===== config.mk =====
export PLATFORM = sky130hd
export DESIGN_NAME = i2c_master_message_sequencer
export DESIGN_NICKNAME = d
export VERILOG_FILES = /design/src/rtl/i2cms_pkg.sv /design/src/rtl/i2c_master_message_sequencer.sv /design/src/rtl/i2cms_dp.sv /design/src/rtl/i2cms_ctrl.sv
export VERILOG_INCLUDE_DIRS = /design/src /design/src/rtl
export SDC_FILE = /design/constraint.sdc
export NUM_CORES = 2
export LEC_CHECK = 0
export ABC_AREA = 0
export BUFFER_PORTS_ARGS = -buffer_cell sky130_fd_sc_hd__clkbuf_2
export CORE_MARGIN = 4
export CORE_UTILIZATION = 45
export CTS_CLUSTER_DIAMETER = 200
export DETAILED_ROUTE_END_ITERATION = 8
export GPL_TIMING_DRIVEN = 0
export HOLD_SLACK_MARGIN = 0.12
export SETUP_SLACK_MARGIN = 0.4
export SYNTH_ARGS = -nofsm -noshare
export SYNTH_HDL_FRONTEND = slang
export SYNTH_SLANG_ARGS = --single-unit

===== constraint.sdc =====
create_clock -name clk -period 11.1 [get_ports clk]
set_input_delay 0 -clock clk [delete_from_list [all_inputs] [get_ports clk]]
set_output_delay 0 -clock clk [all_outputs]
set_load 0.02 [all_outputs]

===== src/rtl/i2c_master_message_sequencer_assert.svh =====
// assertion macros used by the sequencer datapath
`ifndef I2C_MASTER_MESSAGE_SEQUENCER_ASSERT_SVH
`define I2C_MASTER_MESSAGE_SEQUENCER_ASSERT_SVH

// same-cycle implication, checked outside reset
`define I2CMS_ASSERT_IMP(lbl, a, b, msg) \
  lbl: assert property (@(posedge clk) disable iff (!rst_n) (a) |-> (b)) else $error(msg);

// next-cycle implication, checked outside reset
`define I2CMS_ASSERT_NXT(lbl, a, b, msg) \
  lbl: assert property (@(posedge clk) disable iff (!rst_n) (a) |=> (b)) else $error(msg);

`endif


===== src/rtl/i2cms_pkg.sv =====
// ----------------------------------------------------------------------------
// i2cms_pkg
// types, codes and control structs shared by the message sequencer modules
// ----------------------------------------------------------------------------
`timescale 1ns / 1ps

package i2cms_pkg;

  localparam int MAX_MSGS   = 16;
  localparam int DATA_DEPTH = 256;
  localparam int MSG_W      = $clog2(MAX_MSGS);
  localparam int DATA_AW    = $clog2(DATA_DEPTH);
  localparam int CNT_W      = MSG_W + 1;

  typedef enum logic [1:0] {
    CMD_LOAD_DESC = 2'd0,
    CMD_LOAD_DATA = 2'd1,
    CMD_START     = 2'd2,
    CMD_EVENT     = 2'd3
  } cmd_t;

  // descriptor flag bits
  localparam int F_RD      = 0;
  localparam int F_STOP    = 1;
  localparam int F_NOSTART = 2;
  localparam int F_IGNAK   = 3;

  // core event bits
  localparam int E_ACK     = 0;
  localparam int E_NACK    = 1;
  localparam int E_RXDATAV = 2;
  localparam int E_MSTOP   = 4;
  localparam logic [7:0] E_ERRS = 8'hE0;

  // core command bits
  localparam logic [5:0] C_START = 6'h01;
  localparam logic [5:0] C_STOP  = 6'h02;
  localparam logic [5:0] C_ACK   = 6'h04;
  localparam logic [5:0] C_NACK  = 6'h08;
  localparam logic [5:0] C_CONT  = 6'h10;
  localparam logic [5:0] C_ABORT = 6'h20;

  // completion status codes
  localparam logic [1:0] ST_OK      = 2'd0;
  localparam logic [1:0] ST_ERR     = 2'd1;
  localparam logic [1:0] ST_INVALID = 2'd2;

  typedef enum logic [1:0] {
    RD_CUR,
    RD_SUCC,
    RD_ZERO,
    RD_IDXN
  } rd_sel_t;

  typedef struct packed {
    logic [6:0] addr;
    logic [3:0] flags;
    logic [8:0] len;
    logic [7:0] off;
  } desc_t;

  typedef struct packed {
    logic       desc_we;
    logic       data_we;
    logic       chk_clr;
    logic       chk_step;
    logic       start_go;
    logic       cache_ld;
    logic       load_msg;
    logic       cur_succ;
    logic       bytes_clr;
    logic       store_rx;
    logic       tx_data;
    logic       send_addr;
    logic       set_early;
    logic       clr_early;
    logic       active_clr;
    logic       finish;
    logic [1:0] fin_status;
    logic [5:0] cmd_or;
    rd_sel_t    rd_sel;
    logic       out_load;
  } ctl_t;

  typedef struct packed {
    cmd_t       cmd;
    logic [7:0] ev;
    logic       active;
    logic       early;
    logic       n_ok;
    logic       bytes_zero;
    logic       msgs_zero;
    logic       msgs_one;
    logic       i_zero;
    logic       i_last;
    logic [3:0] cache_flags;
    logic [3:0] rd_flags;
    logic [3:0] prev_flags;
    logic       rd_len_nz;
    logic       out_free;
  } sts_t;

endpackage


===== src/rtl/i2c_master_message_sequencer.sv =====
// ----------------------------------------------------------------------------
// i2c_master_message_sequencer
// walks an i2c master core through a list of message descriptors
// ----------------------------------------------------------------------------
//  channel  direction  handshake             payload
//  in_      input      in_valid / in_stall   command word and core event
//  out_     output     out_valid / out_stall one result word per input word
//
//  a start reads every descriptor of the transfer; an event takes longer
//  for every descriptor visited while skipping or advancing over empty
//  continuation messages (descriptor store with registered read, one lookup
//  at a time)
//  reset clears the transfer state; both stores hold garbage until loaded
//  a stalled result waits in the output register while the next word is taken
`timescale 1ns / 1ps

module i2c_master_message_sequencer (
  input  logic       clk,
  input  logic       rst_n,
  input  logic       in_valid,
  output logic       in_stall,
  input  logic [1:0] in_cmd,
  input  logic [3:0] in_msg_index,
  input  logic [6:0] in_msg_slave_addr,
  input  logic [3:0] in_msg_flags,
  input  logic [8:0] in_msg_len,
  input  logic [7:0] in_msg_offset,
  input  logic [7:0] in_data_index,
  input  logic [7:0] in_data_byte,
  input  logic [4:0] in_transfer_msg_count,
  input  logic [7:0] in_event_flags,
  input  logic [7:0] in_rx_byte,
  output logic       out_valid,
  input  logic       out_stall,
  output logic [5:0] out_core_command,
  output logic       out_tx_valid,
  output logic [7:0] out_tx_byte,
  output logic       out_rx_valid,
  output logic [7:0] out_rx_index,
  output logic [7:0] out_rx_data,
  output logic       out_done_res,
  output logic [1:0] out_status,
  output logic       out_busy_res
);

  i2cms_pkg::ctl_t ctl;
  i2cms_pkg::sts_t sts;

  // sequencing controller
  i2cms_ctrl u_ctrl (
    .clk      (clk),
    .rst_n    (rst_n),
    .in_valid (in_valid),
    .in_stall (in_stall),
    .ctl      (ctl),
    .sts      (sts)
  );

  // stores and result datapath
  i2cms_dp u_dp (
    .clk                   (clk),
    .rst_n                 (rst_n),
    .in_valid              (in_valid),
    .in_stall              (in_stall),
    .in_cmd                (in_cmd),
    .in_msg_index          (in_msg_index),
    .in_msg_slave_addr     (in_msg_slave_addr),
    .in_msg_flags          (in_msg_flags),
    .in_msg_len            (in_msg_len),
    .in_msg_offset         (in_msg_offset),
    .in_data_index         (in_data_index),
    .in_data_byte          (in_data_byte),
    .in_transfer_msg_count (in_transfer_msg_count),
    .in_event_flags        (in_event_flags),
    .in_rx_byte            (in_rx_byte),
    .out_valid             (out_valid),
    .out_stall             (out_stall),
    .out_core_command      (out_core_command),
    .out_tx_valid          (out_tx_valid),
    .out_tx_byte           (out_tx_byte),
    .out_rx_valid          (out_rx_valid),
    .out_rx_index          (out_rx_index),
    .out_rx_data           (out_rx_data),
    .out_done_res          (out_done_res),
    .out_status            (out_status),
    .out_busy_res          (out_busy_res),
    .ctl                   (ctl),
    .sts                   (sts)
  );

endmodule


===== src/rtl/i2cms_dp.sv =====
// ----------------------------------------------------------------------------
// i2cms_dp
// datapath: descriptor and byte stores, transfer registers, result register
// ----------------------------------------------------------------------------
`timescale 1ns / 1ps
`include "i2c_master_message_sequencer_assert.svh"

module i2cms_dp (
  input  logic             clk,
  input  logic             rst_n,
  input  logic             in_valid,
  input  logic             in_stall,
  input  logic [1:0]       in_cmd,
  input  logic [3:0]       in_msg_index,
  input  logic [6:0]       in_msg_slave_addr,
  input  logic [3:0]       in_msg_flags,
  input  logic [8:0]       in_msg_len,
  input  logic [7:0]       in_msg_offset,
  input  logic [7:0]       in_data_index,
  input  logic [7:0]       in_data_byte,
  input  logic [4:0]       in_transfer_msg_count,
  input  logic [7:0]       in_event_flags,
  input  logic [7:0]       in_rx_byte,
  output logic             out_valid,
  input  logic             out_stall,
  output logic [5:0]       out_core_command,
  output logic             out_tx_valid,
  output logic [7:0]       out_tx_byte,
  output logic             out_rx_valid,
  output logic [7:0]       out_rx_index,
  output logic [7:0]       out_rx_data,
  output logic             out_done_res,
  output logic [1:0]       out_status,
  output logic             out_busy_res,
  input  i2cms_pkg::ctl_t  ctl,
  output i2cms_pkg::sts_t  sts
);

  logic take;
  assign take = in_valid && !in_stall;

  // captured item
  i2cms_pkg::cmd_t  cmd_r;
  logic [3:0]       msg_index_r;
  logic [6:0]       msg_slave_addr_r;
  logic [3:0]       msg_flags_r;
  logic [8:0]       msg_len_r;
  logic [7:0]       msg_offset_r;
  logic [7:0]       data_index_r;
  logic [7:0]       data_byte_r;
  logic [4:0]       msg_count_r;
  logic [7:0]       event_flags_r;
  logic [7:0]       rx_byte_r;

  always_ff @(posedge clk) begin
    if (take) begin
      cmd_r            <= i2cms_pkg::cmd_t'(in_cmd);
      msg_index_r      <= in_msg_index;
      msg_slave_addr_r <= in_msg_slave_addr;
      msg_flags_r      <= in_msg_flags;
      msg_len_r        <= in_msg_len;
      msg_offset_r     <= in_msg_offset;
      data_index_r     <= in_data_index;
      data_byte_r      <= in_data_byte;
      msg_count_r      <= in_transfer_msg_count;
      event_flags_r    <= in_event_flags;
      rx_byte_r        <= in_rx_byte;
    end
  end

  // transfer registers
  logic [i2cms_pkg::MSG_W-1:0]   cur_r;
  logic [i2cms_pkg::CNT_W-1:0]   msgs_left_r;
  logic [i2cms_pkg::DATA_AW-1:0] buf_pos_r;
  logic [8:0]                    bytes_left_r;
  logic                          early_r;
  logic                          active_r;
  logic [i2cms_pkg::CNT_W-1:0]   i_r;
  logic [i2cms_pkg::CNT_W-1:0]   i_nxt;
  logic [3:0]                    prev_flags_r;
  i2cms_pkg::desc_t              cache_r;
  i2cms_pkg::desc_t              desc_rd_r;
  logic [7:0]                    data_rd_r;
  logic [i2cms_pkg::MSG_W-1:0]   succ;

  assign succ  = cur_r + 1'b1;
  assign i_nxt = i_r + 1'b1;

  // descriptor store, one write and one registered read
  i2cms_pkg::desc_t            desc_mem [i2cms_pkg::MAX_MSGS];
  logic [i2cms_pkg::MSG_W-1:0] desc_ra;

  always_comb begin
    unique case (ctl.rd_sel)
      i2cms_pkg::RD_CUR:  desc_ra = cur_r;
      i2cms_pkg::RD_SUCC: desc_ra = succ;
      i2cms_pkg::RD_ZERO: desc_ra = '0;
      i2cms_pkg::RD_IDXN: desc_ra = i_nxt[i2cms_pkg::MSG_W-1:0];
      default:            desc_ra = cur_r;
    endcase
  end

  always_ff @(posedge clk) begin
    if (ctl.desc_we) begin
      desc_mem[msg_index_r] <= '{addr: msg_slave_addr_r, flags: msg_flags_r,
                                 len: msg_len_r, off: msg_offset_r};
    end
    desc_rd_r <= desc_mem[desc_ra];
  end

  // byte store, written by loads and by received bytes, read at buffer position
  logic [7:0]                    data_mem [i2cms_pkg::DATA_DEPTH];
  logic [i2cms_pkg::DATA_AW-1:0] data_wa;
  logic [7:0]                    data_wd;

  assign data_wa = ctl.data_we ? data_index_r : buf_pos_r;
  assign data_wd = ctl.data_we ? data_byte_r : rx_byte_r;

  always_ff @(posedge clk) begin
    if (ctl.data_we || ctl.store_rx) begin
      data_mem[data_wa] <= data_wd;
    end
    data_rd_r <= data_mem[buf_pos_r];
  end

  // sequencing state
  always_ff @(posedge clk) begin
    if (!rst_n) begin
      cur_r        <= '0;
      msgs_left_r  <= '0;
      buf_pos_r    <= '0;
      bytes_left_r <= '0;
      early_r      <= 1'b0;
      active_r     <= 1'b0;
      i_r          <= '0;
    end else begin
      if (ctl.start_go) begin
        cur_r       <= '0;
        msgs_left_r <= msg_count_r;
        active_r    <= 1'b1;
        early_r     <= 1'b0;
      end
      if (ctl.cur_succ) begin
        cur_r       <= succ;
        msgs_left_r <= msgs_left_r - 1'b1;
      end
      if (ctl.load_msg) begin
        buf_pos_r    <= desc_rd_r.off;
        bytes_left_r <= desc_rd_r.len;
      end else if (ctl.bytes_clr) begin
        bytes_left_r <= '0;
      end else if (ctl.store_rx || ctl.tx_data) begin
        buf_pos_r    <= buf_pos_r + 1'b1;
        bytes_left_r <= bytes_left_r - 1'b1;
      end
      if (ctl.set_early) early_r <= 1'b1;
      if (ctl.clr_early) early_r <= 1'b0;
      if (ctl.active_clr) active_r <= 1'b0;
      if (ctl.chk_clr) i_r <= '0;
      else if (ctl.chk_step) i_r <= i_nxt;
    end
  end

  always_ff @(posedge clk) begin
    if (ctl.cache_ld) cache_r <= desc_rd_r;
    if (ctl.chk_step) prev_flags_r <= desc_rd_r.flags;
  end

  // per-item result accumulators
  logic [5:0] cmd_acc_r;
  logic       txv_r;
  logic [7:0] txb_r;
  logic       rxv_r;
  logic [7:0] rxi_r;
  logic [7:0] rxd_r;
  logic       done_r;
  logic [1:0] st_r;

  always_ff @(posedge clk) begin
    if (take) begin
      cmd_acc_r <= '0;
      txv_r     <= 1'b0;
      txb_r     <= '0;
      rxv_r     <= 1'b0;
      rxi_r     <= '0;
      rxd_r     <= '0;
      done_r    <= 1'b0;
      st_r      <= i2cms_pkg::ST_OK;
    end else begin
      cmd_acc_r <= cmd_acc_r | ctl.cmd_or | (ctl.send_addr ? i2cms_pkg::C_START : 6'h00);
      if (ctl.send_addr) begin
        txv_r <= 1'b1;
        txb_r <= {cache_r.addr, cache_r.flags[i2cms_pkg::F_RD]};
      end else if (ctl.tx_data) begin
        txv_r <= 1'b1;
        txb_r <= data_rd_r;
      end
      if (ctl.store_rx) begin
        rxv_r <= 1'b1;
        rxi_r <= buf_pos_r;
        rxd_r <= rx_byte_r;
      end
      if (ctl.finish) begin
        done_r <= 1'b1;
        st_r   <= ctl.fin_status;
      end
    end
  end

  // result register
  logic out_valid_r;

  always_ff @(posedge clk) begin
    if (!rst_n) begin
      out_valid_r <= 1'b0;
    end else if (ctl.out_load) begin
      out_valid_r <= 1'b1;
    end else if (!out_stall) begin
      out_valid_r <= 1'b0;
    end
  end

  always_ff @(posedge clk) begin
    if (ctl.out_load) begin
      out_core_command <= cmd_acc_r;
      out_tx_valid     <= txv_r;
      out_tx_byte      <= txb_r;
      out_rx_valid     <= rxv_r;
      out_rx_index     <= rxi_r;
      out_rx_data      <= rxd_r;
      out_done_res     <= done_r;
      out_status       <= st_r;
      out_busy_res     <= active_r;
    end
  end

  assign out_valid = out_valid_r;

  // status to the controller
  always_comb begin
    sts.cmd         = cmd_r;
    sts.ev          = event_flags_r;
    sts.active      = active_r;
    sts.early       = early_r;
    sts.n_ok        = (msg_count_r != '0) &&
                      (msg_count_r <= 5'(i2cms_pkg::MAX_MSGS));
    sts.bytes_zero  = (bytes_left_r == '0);
    sts.msgs_zero   = (msgs_left_r == '0);
    sts.msgs_one    = (msgs_left_r == i2cms_pkg::CNT_W'(1));
    sts.i_zero      = (i_r == '0);
    sts.i_last      = (i_nxt == msg_count_r);
    sts.cache_flags = cache_r.flags;
    sts.rd_flags    = desc_rd_r.flags;
    sts.prev_flags  = prev_flags_r;
    sts.rd_len_nz   = (desc_rd_r.len != '0);
    sts.out_free    = !out_valid_r || !out_stall;
  end

  // checks
  `I2CMS_ASSERT_IMP(a_no_underflow, ctl.store_rx || ctl.tx_data, bytes_left_r != '0, "byte count underflow")
  `I2CMS_ASSERT_IMP(a_start_idle, ctl.start_go, !active_r, "transfer started while active")
  `I2CMS_ASSERT_NXT(a_out_loaded, ctl.out_load, out_valid_r, "result word not held")

endmodule


===== src/rtl/i2cms_ctrl.sv =====
// ----------------------------------------------------------------------------
// i2cms_ctrl
// controller: steps one input word through loads, start checks and event handling
// ----------------------------------------------------------------------------
`timescale 1ns / 1ps

module i2cms_ctrl (
  input  logic             clk,
  input  logic             rst_n,
  input  logic             in_valid,
  output logic             in_stall,
  output i2cms_pkg::ctl_t  ctl,
  input  i2cms_pkg::sts_t  sts
);

  typedef enum logic [4:0] {
    S_IDLE, S_DISP, S_ST_RD, S_ST_LD, S_ST_SA,
    S_EV_LD, S_A1, S_A2, S_A2B, S_A3, S_A4,
    S_B, S_B2, S_B3, S_B4, S_C, S_C2,
    S_SK_RD, S_SK_CHK, S_AD_CHK, S_AD_RD, S_OUT
  } state_t;

  state_t state_r, state_nxt;
  state_t ret_r, ret_nxt;

  logic chk_bad;
  logic skip_go;
  logic adv_brk;

  // start check on the descriptor just read
  assign chk_bad = sts.rd_flags[i2cms_pkg::F_NOSTART] &&
                   (sts.i_zero ||
                    (sts.prev_flags[i2cms_pkg::F_RD] != sts.rd_flags[i2cms_pkg::F_RD]) ||
                    sts.prev_flags[i2cms_pkg::F_STOP]);

  // continuation skip and advance stop conditions
  assign skip_go = !sts.msgs_zero && !sts.msgs_one &&
                   !sts.cache_flags[i2cms_pkg::F_STOP] &&
                   sts.rd_flags[i2cms_pkg::F_NOSTART] && sts.bytes_zero;
  assign adv_brk = sts.rd_len_nz || sts.rd_flags[i2cms_pkg::F_STOP] ||
                   !sts.rd_flags[i2cms_pkg::F_NOSTART];

  assign in_stall = (state_r != S_IDLE);

  // next state and commands
  always_comb begin
    state_nxt  = state_r;
    ret_nxt    = ret_r;
    ctl        = '0;
    ctl.rd_sel = i2cms_pkg::RD_CUR;
    unique case (state_r)
      S_IDLE: begin
        if (in_valid) state_nxt = S_DISP;
      end
      S_DISP: begin
        unique case (sts.cmd)
          i2cms_pkg::CMD_LOAD_DESC: begin
            ctl.desc_we = 1'b1;
            state_nxt   = S_OUT;
          end
          i2cms_pkg::CMD_LOAD_DATA: begin
            ctl.data_we = 1'b1;
            state_nxt   = S_OUT;
          end
          i2cms_pkg::CMD_START: begin
            if (sts.active) begin
              state_nxt = S_OUT;
            end else if (!sts.n_ok) begin
              ctl.finish     = 1'b1;
              ctl.fin_status = i2cms_pkg::ST_INVALID;
              state_nxt      = S_OUT;
            end else begin
              ctl.chk_clr = 1'b1;
              ctl.rd_sel  = i2cms_pkg::RD_ZERO;
              state_nxt   = S_ST_RD;
            end
          end
          i2cms_pkg::CMD_EVENT: begin
            state_nxt = sts.active ? S_EV_LD : S_OUT;
          end
          default: state_nxt = S_OUT;
        endcase
      end
      S_ST_RD: begin
        if (chk_bad) begin
          ctl.finish     = 1'b1;
          ctl.fin_status = i2cms_pkg::ST_INVALID;
          state_nxt      = S_OUT;
        end else begin
          ctl.chk_step = 1'b1;
          if (sts.i_last) begin
            ctl.rd_sel = i2cms_pkg::RD_ZERO;
            state_nxt  = S_ST_LD;
          end else begin
            ctl.rd_sel = i2cms_pkg::RD_IDXN;
          end
        end
      end
      S_ST_LD: begin
        ctl.cache_ld = 1'b1;
        ctl.load_msg = 1'b1;
        ctl.start_go = 1'b1;
        state_nxt    = S_ST_SA;
      end
      S_ST_SA: begin
        ctl.send_addr = 1'b1;
        state_nxt     = S_OUT;
      end
      // fresh copy of the current descriptor has arrived
      S_EV_LD: begin
        ctl.cache_ld = 1'b1;
        if (sts.early) begin
          if (sts.ev[i2cms_pkg::E_MSTOP]) begin
            ctl.clr_early  = 1'b1;
            ctl.active_clr = 1'b1;
            ctl.finish     = 1'b1;
            ctl.fin_status = i2cms_pkg::ST_ERR;
          end
          state_nxt = S_OUT;
        end else if ((sts.ev & i2cms_pkg::E_ERRS) != 8'h00) begin
          ctl.cmd_or     = i2cms_pkg::C_ABORT;
          ctl.active_clr = 1'b1;
          ctl.finish     = 1'b1;
          ctl.fin_status = i2cms_pkg::ST_ERR;
          state_nxt      = S_OUT;
        end else begin
          state_nxt = sts.ev[i2cms_pkg::E_RXDATAV] ? S_A1 : S_B;
        end
      end
      // received byte handling
      S_A1: begin
        if (sts.bytes_zero) begin
          ret_nxt   = S_A2;
          state_nxt = S_SK_RD;
        end else begin
          state_nxt = S_A2;
        end
      end
      S_A2: begin
        if (!sts.bytes_zero) begin
          ctl.store_rx = 1'b1;
          state_nxt    = S_A2B;
        end else begin
          state_nxt = S_A3;
        end
      end
      S_A2B: begin
        if (sts.bytes_zero) begin
          ret_nxt   = S_A3;
          state_nxt = S_SK_RD;
        end else begin
          state_nxt = S_A3;
        end
      end
      S_A3: begin
        if (!sts.bytes_zero) begin
          ctl.cmd_or = i2cms_pkg::C_ACK;
          state_nxt  = S_B;
        end else if (sts.msgs_one || sts.cache_flags[i2cms_pkg::F_STOP]) begin
          ctl.cmd_or = i2cms_pkg::C_NACK | i2cms_pkg::C_STOP;
          state_nxt  = S_B;
        end else begin
          ret_nxt   = S_A4;
          state_nxt = S_AD_CHK;
        end
      end
      S_A4: begin
        ctl.send_addr = 1'b1;
        ctl.cmd_or    = i2cms_pkg::C_NACK;
        state_nxt     = S_B;
      end
      // ack and nack handling
      S_B: begin
        if (sts.ev[i2cms_pkg::E_NACK] && !sts.cache_flags[i2cms_pkg::F_IGNAK]) begin
          ctl.set_early = 1'b1;
          ctl.cmd_or    = i2cms_pkg::C_STOP;
          state_nxt     = S_C;
        end else if (sts.ev[i2cms_pkg::E_ACK] || sts.ev[i2cms_pkg::E_NACK]) begin
          if (sts.bytes_zero) begin
            ret_nxt   = S_B2;
            state_nxt = S_SK_RD;
          end else begin
            state_nxt = S_B2;
          end
        end else begin
          state_nxt = S_C;
        end
      end
      S_B2: begin
        if (sts.bytes_zero) begin
          if (sts.cache_flags[i2cms_pkg::F_STOP] || sts.msgs_one) begin
            ctl.cmd_or = i2cms_pkg::C_STOP;
            state_nxt  = S_C;
          end else begin
            ret_nxt   = S_B3;
            state_nxt = S_AD_CHK;
          end
        end else if (!sts.cache_flags[i2cms_pkg::F_RD]) begin
          state_nxt = S_B4;
        end else begin
          if (sts.ev[i2cms_pkg::E_NACK]) ctl.cmd_or = i2cms_pkg::C_CONT;
          state_nxt = S_C;
        end
      end
      S_B3: begin
        ctl.send_addr = 1'b1;
        state_nxt     = S_C;
      end
      S_B4: begin
        ctl.tx_data = 1'b1;
        state_nxt   = S_C;
      end
      // stop reported by the core
      S_C: begin
        if (sts.ev[i2cms_pkg::E_MSTOP]) begin
          ret_nxt   = S_C2;
          state_nxt = S_AD_CHK;
        end else begin
          state_nxt = S_OUT;
        end
      end
      S_C2: begin
        if (sts.msgs_zero) begin
          ctl.active_clr = 1'b1;
          ctl.finish     = 1'b1;
          ctl.fin_status = i2cms_pkg::ST_OK;
        end else begin
          ctl.send_addr = 1'b1;
        end
        state_nxt = S_OUT;
      end
      // skip empty continuation messages
      S_SK_RD: begin
        ctl.rd_sel = i2cms_pkg::RD_SUCC;
        state_nxt  = S_SK_CHK;
      end
      S_SK_CHK: begin
        if (skip_go) begin
          ctl.cur_succ = 1'b1;
          ctl.load_msg = 1'b1;
          ctl.cache_ld = 1'b1;
          state_nxt    = S_SK_RD;
        end else begin
          state_nxt = ret_r;
        end
      end
      // advance to the next message that is not an empty continuation
      S_AD_CHK: begin
        if (sts.msgs_zero) begin
          ctl.bytes_clr = 1'b1;
          state_nxt     = ret_r;
        end else begin
          ctl.rd_sel   = i2cms_pkg::RD_SUCC;
          ctl.cur_succ = 1'b1;
          state_nxt    = S_AD_RD;
        end
      end
      S_AD_RD: begin
        ctl.cache_ld = 1'b1;
        if (adv_brk || sts.msgs_zero) begin
          if (sts.msgs_zero) ctl.bytes_clr = 1'b1;
          else ctl.load_msg = 1'b1;
          state_nxt = ret_r;
        end else begin
          state_nxt = S_AD_CHK;
        end
      end
      S_OUT: begin
        if (sts.out_free) begin
          ctl.out_load = 1'b1;
          state_nxt    = S_IDLE;
        end
      end
      default: state_nxt = S_IDLE;
    endcase
  end

  // state register
  always_ff @(posedge clk) begin
    if (!rst_n) begin
      state_r <= S_IDLE;
      ret_r   <= S_IDLE;
    end else begin
      state_r <= state_nxt;
      ret_r   <= ret_nxt;
    end
  end

endmodule

# [Word-level counts from Yosys, hierarchy flattened]
# Memory sizes are Yosys's and may differ from the RTL's. A register that Yosys moved wholly into a read port is not among the register bits.
# Cells that the tools add are included.
[op_classes] addsub=5 n_lt_le_gt_ge=1 eq_ne=45 mux=118 bitwise=3 n_reduce_logical=53
[op_table] operator="two-way mux 5 bit" n=35
[op_table] operator="one-hot mux 5 bit (20 select lines)" n=1
[op_table] operator="two-way mux 8 bit" n=7
[op_table] operator="equality test 5 x 4 -> 1 bit (second input constant)" n=8
[op_table] operator="two-way mux 1 bit" n=36
[op_table] operator="equality test 5 bit (second input constant)" n=6
[op_table] operator="one-hot mux 5 bit (6 select lines)" n=1
[op_table] operator="one-hot mux 6 bit (5 select lines)" n=1
[op_table] operator="two-way mux 9 bit" n=3
[op_table] operator="two-way mux 4 bit" n=6
[op_table] operator="two-way mux 6 bit" n=4
[op_table] operator="two-way mux 3 bit" n=7
[op_table] operator="equality test 5 x 3 -> 1 bit (second input constant)" n=4
[op_table] operator="!= test 2 x 1 -> 1 bit (second input constant)" n=9
[op_table] operator="one-hot mux 4 bit (4 select lines)" n=1
[op_table] operator="logical NOT 5 bit" n=3
[op_table] operator="one-hot mux 5 bit (3 select lines)" n=1
[op_table] operator="two-way mux 2 bit" n=6
[op_table] operator="OR 6 bit" n=2
[op_table] operator="one-hot mux 3 bit (4 select lines)" n=1
[op_table] operator="OR reduction 2 bit" n=6
[op_table] operator="AND reduction 11 bit" n=1
[op_table] operator="equality test 5 x 1 -> 1 bit (second input constant)" n=2
[op_table] operator="equality test 5 x 2 -> 1 bit (second input constant)" n=2
[op_table] operator="31 further kinds" n=72
[totals] register_bits=199 ram_bits=2496 input_bits=75 out_inout_bits=38 elab_cells=268 mem_count=2
[memory_table] memory="u_dp.data_mem" words=256 word_bits=8 rd=1 rd_ports_with_merged_regs=1 write_ports=1 line="i2cms_dp.sv:112" rtl="logic [7:0] data_mem [i2cms_pkg::DATA_DEPTH];"
[memory_table] memory="u_dp.desc_mem" words=16 word_bits=28 rd=1 rd_ports_with_merged_regs=1 write_ports=1 line="i2cms_dp.sv:90" rtl="i2cms_pkg::desc_t desc_mem [i2cms_pkg::MAX_MSGS];"

# [Depth between registers and ports, before layout]
[depth] ltp_word=10 depth_mapped=16 depth_no_buf=11

# [Modules after synthesis]
# A second synthesis with hierarchy kept.
[unflattened] hier_cells=5498 area_unflattened_um2=106992.6
[modules_own_cells] mod="i2cms_dp" n_inst=1 cells_each=5257 area_each_um2=105367.3 seq_area_each_um2=80717.4
[modules_own_cells] mod="i2cms_ctrl" n_inst=1 cells_each=241 area_each_um2=1625.3 seq_area_each_um2=200.2

# [Worst setup path after synthesis]
# No wires, ideal clock.
[synth_timing] kind="flip-flop to flip-flop" startpoint="register u_ctrl.state_r[0]" endpoint="memory u_dp.data_mem[0][0] (data pin)" setup_ps=823 arrival_time_ps=4841 t_required_ps=10277 path_slack_ps=5436 stages_incl_launch_ff=11 n_path_buf=4 period_less_slack_ps=5664 path_cell_list="dfxtp_1 > clkbuf_1 > nor2b_1 > clkbuf_1 > nand2_1 > nor2_1 > and2_1 > clkbuf_1 > clkbuf_1 > nand2_1 > nand2_1"
[synth_via] elab_chain_cells=3
[synth_rtl] element="start, declared" line="i2cms_ctrl.sv:23" rtl="state_t state_r, state_nxt;"
[synth_rtl] element="start signal, assigned" line="i2cms_ctrl.sv:284" rtl="state_r <= state_nxt;"
[synth_rtl] element="equality test 5 x 1 -> 1 bit" line="i2cms_ctrl.sv:51" rtl="unique case (state_r)"
[synth_rtl] element="two-way mux 3 bit" line="i2cms_ctrl.sv:51"
[synth_rtl] element="two-way mux 8 bit" line="i2cms_dp.sv:117" rtl="assign data_wd = ctl.data_we ? data_byte_r : rx_byte_r;"
[synth_rtl] element="via u_dp.data_wd[0]" line="i2cms_dp.sv:114" rtl="logic [7:0] data_wd;"
[synth_rtl] element="end, declared" line="i2cms_dp.sv:112"
# The timed path passes the listed nets, and every way through them passes these cells.

# [Worst setup path in the final report]
[layout_timing] startpoint="register u_dp.buf_pos_r[1] (netlist name)" endpoint="memory u_dp.data_mem[123][0] (enable)"
[layout_via] elab_chain_cells=1
[layout_rtl] element="start, declared" line="i2cms_dp.sv:74" rtl="logic [i2cms_pkg::DATA_AW-1:0] buf_pos_r;"
[layout_rtl] element="start signal, assigned" line="i2cms_dp.sv:148" rtl="buf_pos_r <= desc_rd_r.off;"
[layout_rtl] element="start signal, assigned" line="i2cms_dp.sv:153" rtl="buf_pos_r <= buf_pos_r + 1'b1;"
[layout_rtl] element="two-way mux 8 bit" line="i2cms_dp.sv:116" rtl="assign data_wa = ctl.data_we ? data_index_r : buf_pos_r;"
# Every way passes these cells.

==> impl_metrics.yaml <==
grt:
  grt.total_usage_pct: 24.3
  antenna_found_initial: 18
  grt_max_degree: 90
  first_global_vias: 55400
  grt_overflow: 0
  grt_pass1_wl_um: 420000
route:
  drt-pass1-iter-count: 7
  drt_iter0_markers: 8221
  route.detailed.drc: 0
  routed-via-count: 56100
  wl_per_cell_um: 32.3
  wirelength_um: 297000
  drt-vias-per-instance: 6.10
  ant_nets: 0
setup_path:
  crit_type: "reg -> reg"
  endpoint: "u_dp.data_mem[123][0]"
  ff2ff_setup_slack_ps: 3790
  critPathArrivalTime_ps: 7850
  rr_endpoint: "u_dp.data_mem[123][0]"
  worstPathMaxFanout: 10
  crit_start: "u_dp.buf_pos_r[1]"
  critPathRequiredTime_ps: 11640
  r2r-start: "u_dp.buf_pos_r[1]"
  end_kind: "flip-flop"
  r2r_cells: 9
  start_kind: "flip-flop"
placed_design:
  dpl-instance-area_um2: 111000
  io_buffer_count: 111
  dp_hpwl_um: 193000
  place_congestion: 0.892
yosys:
  synth_cell_types: 69
  synth-warning-count: 0
  synth_cells: 5229
  synth_seq_area_share_pct: 76.5
  async_flop_share_pct: 0
  synth-edff-count: 2614
  synthFlopType: "edfxtp_1"
  synth_area_um2: 106000
  avgSynthCellArea_um2: 20.2
  ys_ff_latch: 2729
  synth_nets: 5312
clock_tree:
  cts_tree: "done"
  clockRootBuffer: "clkbuf_16"
  clk_pin_slew_ps: 60
  clk_latency_ps: 930
  cts_setup_buffers: 0
  cts_buffers: 298
  htreeDepth: 5
  clk_path_buf_depth: 4
  cts.sinks: 2729
sta:
  max_freq_ghz: 0.137
  whs_ps: 310
  hold_viol: 0
  fin_worst_skew_ps: 86.2
  setup_viol_count_final: 0
  post-route-min-period_ps: 7310
  relSlewSlack_pct: -1.50
  setup_tns_ps: 0
  finalCritPeriodShare_pct: 65.9
  final_max_slew_viol_count: 16
  tightest_slew_ps: 1510
  rsz0062_at_grt: "no"
min_path:
  hp-class: "in -> reg"
finish:
  layout_common_cells: "edfxtp_1, mux4_2, nor2_1, nand2_1, clkbuf_16"
  fillCellCount: 18400
  fin_area_um2: 122000
  multi_input_area_um2: 23700
  mostFrequentLayoutCell: "edfxtp_1"
  area.growth.synth_to_final_pct: 15.6
  final_nets: 5926
  register_area_um2: 80800
  drive_gt1_share_pct: 23.0
die:
  die_area_um2: 243000
  rows: 177
  start_util_pct: 45.3
  die_w_um: 492
  fp.dieH_um: 492
  io_pins: 113
  fp.coreArea_um2: 233000
pwr:
  powerDensity_nw_per_um2: 200
  peakVddDrop_mv: 0.180
  leakage_nw: 37.2
outcome:
  violations: "capacitance limit, slew limit"
  outcome: "complete, but fails checks"
run:
  maxCapViolCount: 2
==> cell usage after synthesis (11+ instances only) <==
| master | instances | area, µm² |
|---|---|---|
| a211oi_1 | 13 | 97.6 |
| a21oi_1 | 113 | 566 |
| a221o_1 | 11 | 110 |
| a222oi_1 | 16 | 160 |
| a22o_1 | 17 | 149 |
| a31oi_1 | 27 | 169 |
| and3_1 | 35 | 219 |
| buf_1 | 68 | 255 |
| buf_2 | 44 | 220 |
| clkbuf_1 | 190 | 713 |
| dfxtp_1 | 115 | 2300 |
| edfxtp_1 | 2614 | 78500 |
| inv_1 | 19 | 71.3 |
| mux2_2 | 11 | 124 |
| mux2i_1 | 99 | 991 |
| mux4_2 | 683 | 15400 |
| nand2_1 | 372 | 1400 |
| nand2b_1 | 16 | 100 |
| nand3_1 | 92 | 460 |
| nand3b_1 | 16 | 120 |
| nor2_1 | 380 | 1430 |
| nor3_1 | 33 | 165 |
| o21ai_0 | 30 | 150 |
| o221ai_1 | 17 | 149 |
| o22ai_1 | 19 | 119 |
| o2bb2ai_1 | 16 | 140 |
| xor2_1 | 15 | 131 |
==> through the flow <==
stage | instances | setup WS (ps) | total power, mW | util [%]
6_report | 9195 | 3790 | 24.4 | 52.4
4_1_cts | 9185 | 3900 | 24.5 | 52.4
3_5_place_dp | 8526 | 3960 | 15.2 | 47.9
5_1_grt | 9190 | 3700 | 25.1 | 52.4
3_3_place_gp | 8472 | 354 | 15.5 | 47.3
2_1_floorplan | 5229 | 5440 | 14.1 | -
==> report_power, final <==
part | switching (mW) | total, mW | internal (mW)
sequential | 0.198 | 12.5 | 12.3
clock | 3.94 | 9.40 | 5.45
combinational | 1.88 | 2.60 | 0.718
==> registers in the layout, summed over array words and instances (netlist names), 9 cells and up <==
| signal | count |
|---|---|
| u_dp.data_mem | 2048 |
| u_dp.desc_rd_r | 24 |
| u_dp.msg_len_r | 9 |
| u_dp.desc_mem | 448 |
| u_dp.bytes_left_r | 9 |
==> area by class of cell <==
| type | count | share of cell area [%] |
|---|---|---|
| clock inverter | 143 | 0.948 |
| tap | 3132 | 3.21 |
| buffer | 311 | 1.08 |
| multi-input combinational | 2169 | 19.4 |
| antenna | 8 | 0.0164 |
| timing repair buffer | 314 | 2.62 |
| sequential | 2729 | 66.2 |
| inverter | 20 | 0.0615 |
| clock buffer | 369 | 6.48 |
==> kinds of logic (layout without fill, tap and decap cells) <==
kind of cell / after synthesis / after routing / share of synthesized area, %
DFF: 2729 / 2729 / 76.5
and+or+nand+nor: 1007 / 1007 / 4.09
muxes: 793 / 793 / 15.6
AOI/OAI and AO/OA: 337 / 337 / 2.23
buffers and inverters: 331 / 1157 / 1.27
xor gates and xnor gates: 24 / 24 / 0.199
adders and majority gates: 8 / 8 / 0.0948
other: 0 / 8 / 0
==> worst min-delay path by stage <==
stage | from | endpoint | cells after the start
after floorplan | in_cmd[0] | u_dp.cmd_r[0] | 0
after global placement | in_msg_flags[3] | u_dp.msg_flags_r[3] | 1
after detailed placement | in_msg_flags[3] | u_dp.msg_flags_r[3] | 1
after CTS | in_msg_len[0] | u_dp.msg_len_r[0] | 3
after global routing | in_msg_slave_addr[4] | u_dp.msg_slave_addr_r[4] | 3
final | in_msg_slave_addr[4] | u_dp.msg_slave_addr_r[4] | 3
==> per-layer routing <==
| layer | share of wire (%) | global-route usage, % |
|---|---|---|
| met1 | 41 | 35.6 |
| met2 | 46 | 36.8 |
| met3 | 10 | 5.85 |
| met4 | 2.9 | 6.84 |
| met5 | 0 | 0 |
==> worst max-delay path: stages (launching register included) <==
cell	delay, ps
dfxtp_1	340
clkbuf_1	440
clkbuf_1	820
clkbuf_1	980
clkbuf_1	960
nand2_1	310
o21ai_0	470
nand2_1	820
clkbuf_2	750
nor2_1	970
==> timing repair <==
item / 4_1_cts / 5_1_grt
hold buffers: 147 / 0
gates resized for setup: 0 / 0
endpoints found under the hold margin: 202 / 0
Power figures use the tool's default switching activity.
